<file path="config.mk">
export PLATFORM = sky130hd
export DESIGN_NAME = pso_chi
export DESIGN_NICKNAME = d
export VERILOG_FILES = /design/src/rtl/assert_macros.svh /design/src/rtl/pso_pkg.sv /design/src/rtl/pso_chi.sv
export SDC_FILE = /design/constraint.sdc
export NUM_CORES = 2
export LEC_CHECK = 0
export BUFFER_PORTS_ARGS = -buffer_cell sky130_fd_sc_hd__clkbuf_2
export CAP_MARGIN = 10
export CORE_ASPECT_RATIO = 1.5
export CORE_MARGIN = 2
export CORE_UTILIZATION = 45
export CTS_BUF_LIST = sky130_fd_sc_hd__clkbuf_8
export CTS_CLUSTER_DIAMETER = 150
export CTS_CLUSTER_SIZE = 12
export DETAILED_ROUTE_END_ITERATION = 8
export GPL_TIMING_DRIVEN = 0
export RECOVER_POWER = 50
export SLEW_MARGIN = 20
export SYNTH_ARGS = -nofsm -noshare
export SYNTH_HDL_FRONTEND = slang
export SYNTH_SLANG_ARGS = --single-unit
</file>
<file path="constraint.sdc">
create_clock -name clk -period 21.5 [get_ports clk]
set_input_delay 3.225 -clock clk [delete_from_list [all_inputs] [get_ports clk]]
set_output_delay 3.225 -clock clk [all_outputs]
set_load 0.02 [all_outputs]
</file>
<file path="src/rtl/assert_macros.svh">
// assertion helpers for the pso update core
`ifndef ASSERT_MACROS_SVH
`define ASSERT_MACROS_SVH
`ifndef SYNTHESIS
`define PSO_ASSERT(label, clk, rst_n, prop, msg) \
	label: assert property (@(posedge clk) disable iff (!rst_n) prop) else $error(msg);
`define PSO_ASSERT_NEXT(label, clk, rst_n, cond, prop, msg) \
	label: assert property (@(posedge clk) disable iff (!rst_n) cond |=> prop) else $error(msg);
`else
`define PSO_ASSERT(label, clk, rst_n, prop, msg)
`define PSO_ASSERT_NEXT(label, clk, rst_n, cond, prop, msg)
`endif
`endif

</file>
<file path="src/rtl/pso_pkg.sv">
`default_nettype none
package pso_pkg;
	localparam int unsigned VALUE_WIDTH_DEF = 32;
	localparam int unsigned CFG_DATA_W = 16;
	localparam int unsigned CFG_IDX_W = 2;
	localparam logic [CFG_IDX_W-1:0] REG_INERTIA = 2'd0;
	localparam logic [CFG_IDX_W-1:0] REG_LO_BOUNCE = 2'd1;
	localparam logic [CFG_IDX_W-1:0] REG_HI_BOUNCE = 2'd2;
	localparam logic [15:0] INERTIA_RST = 16'd6554;
	localparam logic [1:0] BOUNCE_RST = 2'b11;
	localparam logic [16:0] RHO_FOUR = 17'd16384;
	localparam logic [16:0] CHI_ONE = 17'd65536;
	localparam int unsigned SQRT_STEPS = 17;

	typedef struct packed {
		logic [15:0] w;
		logic signed [1:0] lo_bounce;
		logic signed [1:0] hi_bounce;
	} cfg_t;
endpackage
`default_nettype wire

</file>
<file path="src/rtl/pso_chi.sv">
`default_nettype none
// constriction factor: pipelined restoring sqrt then a pipelined divide
module pso_chi (
	input wire logic clk,
	input wire logic arst_n,
	input wire logic adv,
	input wire logic [15:0] c1,
	input wire logic [15:0] c2,
	output logic signed [17:0] chi
);
	import pso_pkg::*;
	localparam int unsigned NS = SQRT_STEPS;
	localparam int unsigned ND = 30;
	// sqrt stage arrays
	logic [33:0] rem_s [0:NS];
	logic [33:0] rad_s [0:NS];
	logic [16:0] root_s [0:NS];
	logic [16:0] rho_s [0:NS];
	// divide arrays: 2^29 / dv, dv in 18 bits
	logic [17:0] dv_s [0:ND];
	logic [18:0] drem_s [0:ND];
	logic [29:0] quo_s [0:ND];
	logic big_s [0:ND];
	logic [16:0] rho0;
	logic [33:0] prod_s1;
	logic [16:0] rho_p;

	assign rho0 = {1'b0, c1} + {1'b0, c2};
	// product stage, rho*(rho-4) non negative when rho>4
	always_ff @(posedge clk) begin
		if (adv) begin
			prod_s1 <= (rho0 > RHO_FOUR) ? rho0 * (rho0 - RHO_FOUR) : 34'd0;
			rho_p <= rho0;
		end
	end
	always_comb begin
		rad_s[0] = prod_s1;
		rem_s[0] = '0;
		root_s[0] = '0;
		rho_s[0] = rho_p;
	end
	for (genvar i = 0; i < NS; i++) begin : g_sq
		logic [33:0] trial;
		logic [33:0] nrem;
		always_comb begin
			nrem = {rem_s[i][31:0], rad_s[i][33:32]};
			trial = {15'd0, root_s[i], 2'b01};
		end
		always_ff @(posedge clk) begin
			if (adv) begin
				if (nrem >= trial) begin
					rem_s[i+1] <= nrem - trial;
					root_s[i+1] <= {root_s[i][15:0], 1'b1};
				end else begin
					rem_s[i+1] <= nrem;
					root_s[i+1] <= {root_s[i][15:0], 1'b0};
				end
				rad_s[i+1] <= {rad_s[i][31:0], 2'b00};
				rho_s[i+1] <= rho_s[i];
			end
		end
	end
	// -D = rho + S - 8192, positive when rho > 4.0
	always_ff @(posedge clk) begin
		if (adv) begin
			dv_s[0] <= {1'b0, rho_s[NS]} + {1'b0, root_s[NS]} - 18'd8192;
			big_s[0] <= rho_s[NS] > RHO_FOUR;
		end
	end
	always_comb begin
		drem_s[0] = '0;
		quo_s[0] = '0;
	end
	for (genvar j = 0; j < ND; j++) begin : g_dv
		logic [18:0] nr;
		logic bitin;
		always_comb begin
			bitin = (j == 0);
			nr = {drem_s[j][17:0], bitin};
		end
		always_ff @(posedge clk) begin
			if (adv) begin
				if (nr >= {1'b0, dv_s[j]}) begin
					drem_s[j+1] <= nr - {1'b0, dv_s[j]};
					quo_s[j+1] <= {quo_s[j][28:0], 1'b1};
				end else begin
					drem_s[j+1] <= nr;
					quo_s[j+1] <= {quo_s[j][28:0], 1'b0};
				end
				dv_s[j+1] <= dv_s[j];
				big_s[j+1] <= big_s[j];
			end
		end
	end
	always_ff @(posedge clk) begin
		if (adv) begin
			chi <= big_s[ND] ? -$signed({1'b0, quo_s[ND][16:0]}) : $signed({1'b0, CHI_ONE});
		end
	end
	logic unused_ok;
	assign unused_ok = &{1'b0, quo_s[ND][29:17], arst_n};
endmodule
`default_nettype wire

</file>
[Yosys cells after proc, flatten, opt, wreduce, memory -nomap -nowiden]
Memories as Yosys holds them, arrays and structs flattened.
Cells that the tools add are included.
Word-level totals
  bits in registers: 1941
  memory bits (writable): 589
  input port bits: 35
  memories kept: 2
Operators by class
  add/sub/neg operators: 50
  multipliers: 1
  $lt $le $gt $ge: 49
  muxes and demuxes: 80
Memory list
  dv_s: depth 31, width 18, read ports 30, clocked after Yosys merged registers in 0, wr ports 31, line pso_chi.sv:20  | logic [17:0] dv_s [0:ND];
  big_s: depth 31, width 1, read ports 31, clocked after Yosys merged registers in 0, wr ports 31, line pso_chi.sv:23  | logic big_s [0:ND];
Operators with widths (count)
  $ge 19x18->1: 29
  $mux 18: 28
  $sub 18x18->18: 28
  $mux 32: 15
  $mux 1: 36
  $ge 34x10->1: 1
  $ge 34x11->1: 1
  $ge 34x12->1: 1
  $ge 34x13->1: 1
  $ge 34x14->1: 1
  $ge 34x15->1: 1
  $ge 34x16->1: 1
  $ge 34x17->1: 1
  $ge 34x18->1: 1
  $ge 34x3->1: 1
  $ge 34x4->1: 1
  $ge 34x5->1: 1
  $ge 34x6->1: 1
  $ge 34x7->1: 1
  $ge 34x8->1: 1
  $ge 34x9->1: 1
  $gt 17x15->1 const B: 2
  $mul 18x18->34: 1
  $sub 32x10->32: 1
  24 further kinds: 24

[Longest topological paths before layout]
  depth in word-level cells: 3
  depth in mapped cells: 38
  depth with buffers taken out: 36

[Least setup slack after synthesis]
No wires, ideal clock.
  path type: in2reg
  start point: input c1[4]
  end point: register prod_s1[33] (netlist name)
  setup time: 0.266 ns
  data arrival time: 11.416 ns
  data required time: 21.234 ns
  path slack: 9.818 ns
  cell stages on the path: 35
  cells stage by stage: ha_1 -> a211oi_1 -> o211ai_1 -> a221o_1 -> o31a_1 -> a211o_1 -> a21oi_1 -> xnor2_1 -> inv_2 -> ha_1 -> inv_1 -> ha_1 -> clkbuf_1 -> nor2_1 -> fa_1 -> inv_1 -> fa_1 -> fa_1 -> fa_1 -> inv_1 -> fa_1 -> inv_1 -> fa_1 -> inv_1 -> ha_1 -> clkbuf_1 -> a21oi_1 -> o21bai_1 -> a21o_1 -> a2111oi_0 -> nor2_1 -> a31oi_1 -> a31oi_1 -> xnor2_1 -> nor2_1
Between the ends
  cells in the longest elaborated chain, start to end: 3
Ends and longest elaborated chain
  from (decl): line pso_chi.sv:7  | input wire logic [15:0] c1,
  $add 16x16->17 *: line pso_chi.sv:28  | assign rho0 = {1'b0, c1} + {1'b0, c2};
  net rho0[15]: line pso_chi.sv:24  | logic [16:0] rho0;
  $sub 17x15->18: line pso_chi.sv:32  | prod_s1 <= (rho0 > RHO_FOUR) ? rho0 * (rho0 - RHO_FOUR) : 34'd0;
  $mul 18x18->34: line pso_chi.sv:32
Mark *: on every way through the listed nets, which the timed path passes. The rest lies on a longest branch.
A chain may end at the register's enable or synchronous reset.

[Worst setup path in the final report]
  start point: input adv
  end point: register drem_s[453] in the netlist's numbering (enable)
RTL lines
  from (decl): line pso_chi.sv:6  | input wire logic adv,
  to (signal, indexed assignment): line pso_chi.sv:84  | drem_s[j+1] <= nr - {1'b0, dv_s[j]};
  to (signal, indexed assignment): line pso_chi.sv:87  | drem_s[j+1] <= nr;
  to (decl): line pso_chi.sv:21  | logic [18:0] drem_s [0:ND];
No word-level cell between the ends.

==> results.py <==
metrics = {
    "routing": {
        "routed_wl_mm": 292.1,
        "drtPass1Iterations": 6,
        "via_per_inst": 5.437,
        "antenna_left": 0,
        "drtIter0Drc": 4196,
        "wl_per_cell_um": 19.69,
        "vias": 80654,
        "drc": 0,
    },
    "finish": {
        "syn2layout_area_growth_pct": 6.722,
        "layout_common_cells": "2478 x edfxtp_1, 1254 x inv_1, 874 x ha_1, 766 x nor2_1, 644 x nand2_1",
        "drive_above_1_share": 0.05675,
        "nNetsFinal": 12197,
        "final_common_cell": "edfxtp_1",
    },
    "timing": {
        "fin_setup_tns_ps": 0,
        "relSlewSlack": -2.303,
        "setup_viol": 0,
        "post-route-period-util": 0.6554,
        "fin_worst_skew_ps": 107.6,
        "rsz0062_at_grt": "false",
        "hold_viol_final": 0,
        "slew_violations": 528,
        "worstMarginPinSlew_ps": 4954,
        "fmax_mhz": 70.97,
        "min_period_ps": 14090,
    },
    "floorplan": {
        "start_util": 0.4529,
        "dieArea_mm2": 0.2961,
        "coreArea_mm2": 0.2898,
        "die_h_um": 665.4,
        "io_pins": 53,
        "placementRows": 242,
        "die_w_um": 444.9,
    },
    "worst_setup_path": {
        "r2r-start": "g_sq[14].nrem[22]",
        "slowest_stage": "clkbuf_1",
        "slowest_delay_ps": 3560,
        "worst_ep_arrival_time_ps": 14700,
        "critPathMostFrequentCell": "buf_16",
        "endpoint_kind": "flop",
        "cp_num_cells": 8,
        "rr_endpoint": "g_sq[15].nrem[3]",
        "reg2reg_depth": 10,
        "worstPathCellList": "clkbuf_1, clkbuf_1, clkbuf_1, buf_16, buf_16, buf_16, buf_16, buf_16",
        "path_delay_family": "buffers and inverters",
        "cp-startpoint": "adv",
        "crit_required_ps": 22110,
        "cp_max_fo": 101,
        "cp.buffers_inverters": 8,
        "worst-r2r-setup-slack_ps": 16370,
        "critPathKind": "in2reg",
        "endpoint": "drem_s[453]",
        "startpoint_type": "input pin",
    },
    "grt": {
        "grt_util_met3": 0.02018,
        "grt_pass1_vias": 85425,
        "top_usage_layer": "met2",
        "antenna_found_initial": 2,
        "grt_overflow": 0,
        "gr-usage-met1": 0.1834,
        "track_usage": 0.1959,
        "use_met2": 0.4060,
        "grt_pass1_wl_mm": 456.7,
        "grt_max_degree": 107,
    },
    "synth": {
        "syn_inst": 10726,
        "yosys_warnings": 0,
        "ys.flop_type": "edfxtp_1",
        "ys_ff_latch": 2478,
        "synth_area_mm2": 0.1312,
        "async_reset_ff_frac": 0,
        "ys_seq_area_frac": 0.5670,
        "syn_nets": 11881,
        "avgSynthCellArea_um2": 12.24,
        "synth.distinct_cells": 99,
        "synth_edf_count": 2478,
    },
    "clock_network": {
        "clock_path_buffers": 4,
        "cts_max_level": 4,
        "holdBufCountCts": 0,
        "cts_sinks": 2478,
        "cts-buffers-inserted": 232,
        "cts_resized": 0,
        "cts-root-buf": "clkbuf_8",
        "insertion_delay_ps": 1080,
        "clk_pin_slew_ps": 110,
        "post_cts_buffers": 0,
        "cts_tree": "built",
    },
    "hold_path": {
        "hold_start": "rad_s[424]",
        "hp-class": "reg2reg",
    },
    "status": {
        "outcome": "finished with violations",
        "failed_checks": "max-capacitance violations, max-slew violations",
    },
    "placement": {
        "dp.final_hpwl_mm": 221.1,
        "port_buffers": 51,
        "gp_congestion": 0.8960,
    },
    "job": {
        "cap_viol_max_count": 8,
    },
}
## worst reg2reg max path, delay by kind of cell (launching register included)
kind            cells  cell delay, ps
flops               1             480
simple gates        6            1840
compound gates      2            1360
buf+inv             2            1150
## final cells by class
type                    count  area [um2]
flip-flops and latches   2478       74410
fillers                 25480      149700
clock buffers             233        3207
multi-input cells        6808       51270
inverters                1261        4733
plain buffers             179       684.4
clock inverters             7       67.56
repair buffers             82       939.7
diodes                      4       10.01
well taps                3782        4732
## worst min path at each step
stage | endpoint | slack, ps | cells past startpoint
after global routing | rad_s[392] | 310 | 0
final | rad_s[392] | 330 | 0
after global placement | rho_s[157] | 400 | 0
after floorplan | big_s[10] | 400 | 0
after CTS | rad_s[392] | 310 | 0
after detailed placement | big_s[13] | 400 | 0
## state kept, by name, indices dropped and copies added (netlist names)
signal and cells:
dv_s 540, drem_s 522, g_sq.nrem 497, rho_s 289
rad_s 225, quo_s 153, g_sq.trial 136, prod_s1 33
big_s 31, chi 18, rho_p 17, root_s 17
## metrics by stage
step	cells	utilization	setup slack, ps	hold slack (ps)	area [um2]
6_report	14834	0.4833	7409	333.3	140100
3_5_place_dp	14590	0.4730	7841	404.5	137100
3_3_place_gp	14559	0.4701	-26660	400.0	136200
2_1_floorplan	10726	-	9818	400.3	131200
4_1_cts	14830	0.4843	8942	309.5	140400
5_1_grt	14833	0.4833	6284	311.0	140100
## cells in the mapped netlist (77+ instances only)
master	n	area, um2
edfxtp_1	2478	74410
inv_1	1254	4707
ha_1	874	10940
nor2_1	766	2875
nand2_1	644	2417
a21oi_1	525	2628
o21ai_0	471	2357
xnor2_1	461	4038
xor2_1	343	3004
nor3_1	254	1271
a21o_1	253	1899
fa_1	246	4925
mux2_2	238	2680
clkbuf_1	154	578.1
nand2b_1	128	800.8
nor2b_1	124	775.7
nand3_1	118	590.6
nor4_1	116	725.7
nand4_1	109	681.9
o21a_1	108	810.8
or3_1	99	619.3
and3_1	77	481.7
## cells by family after synthesis
logic type,Yosys count,share of synthesized area
compound gates,1926,0.09357
buf+inv,1440,0.04158
simple gates,2681,0.09997
mux,276,0.02334
fa+ha+maj,1120,0.1209
flops,2478,0.5670
xor+xnor,804,0.05366
other cells,1,0.00002857
## layer usage
layer  vias up  wire (um)  share of wire
met5         -          0              0
met4         0      16160          0.055
met3       704       8144          0.028
met2      1489     169500           0.58
met1     39401      98230           0.34
li1      39060          -              -
Power is left out: the tool's default activity adds up to more than one toggle a clock period on the data nets, which glitch-free logic cannot reach.
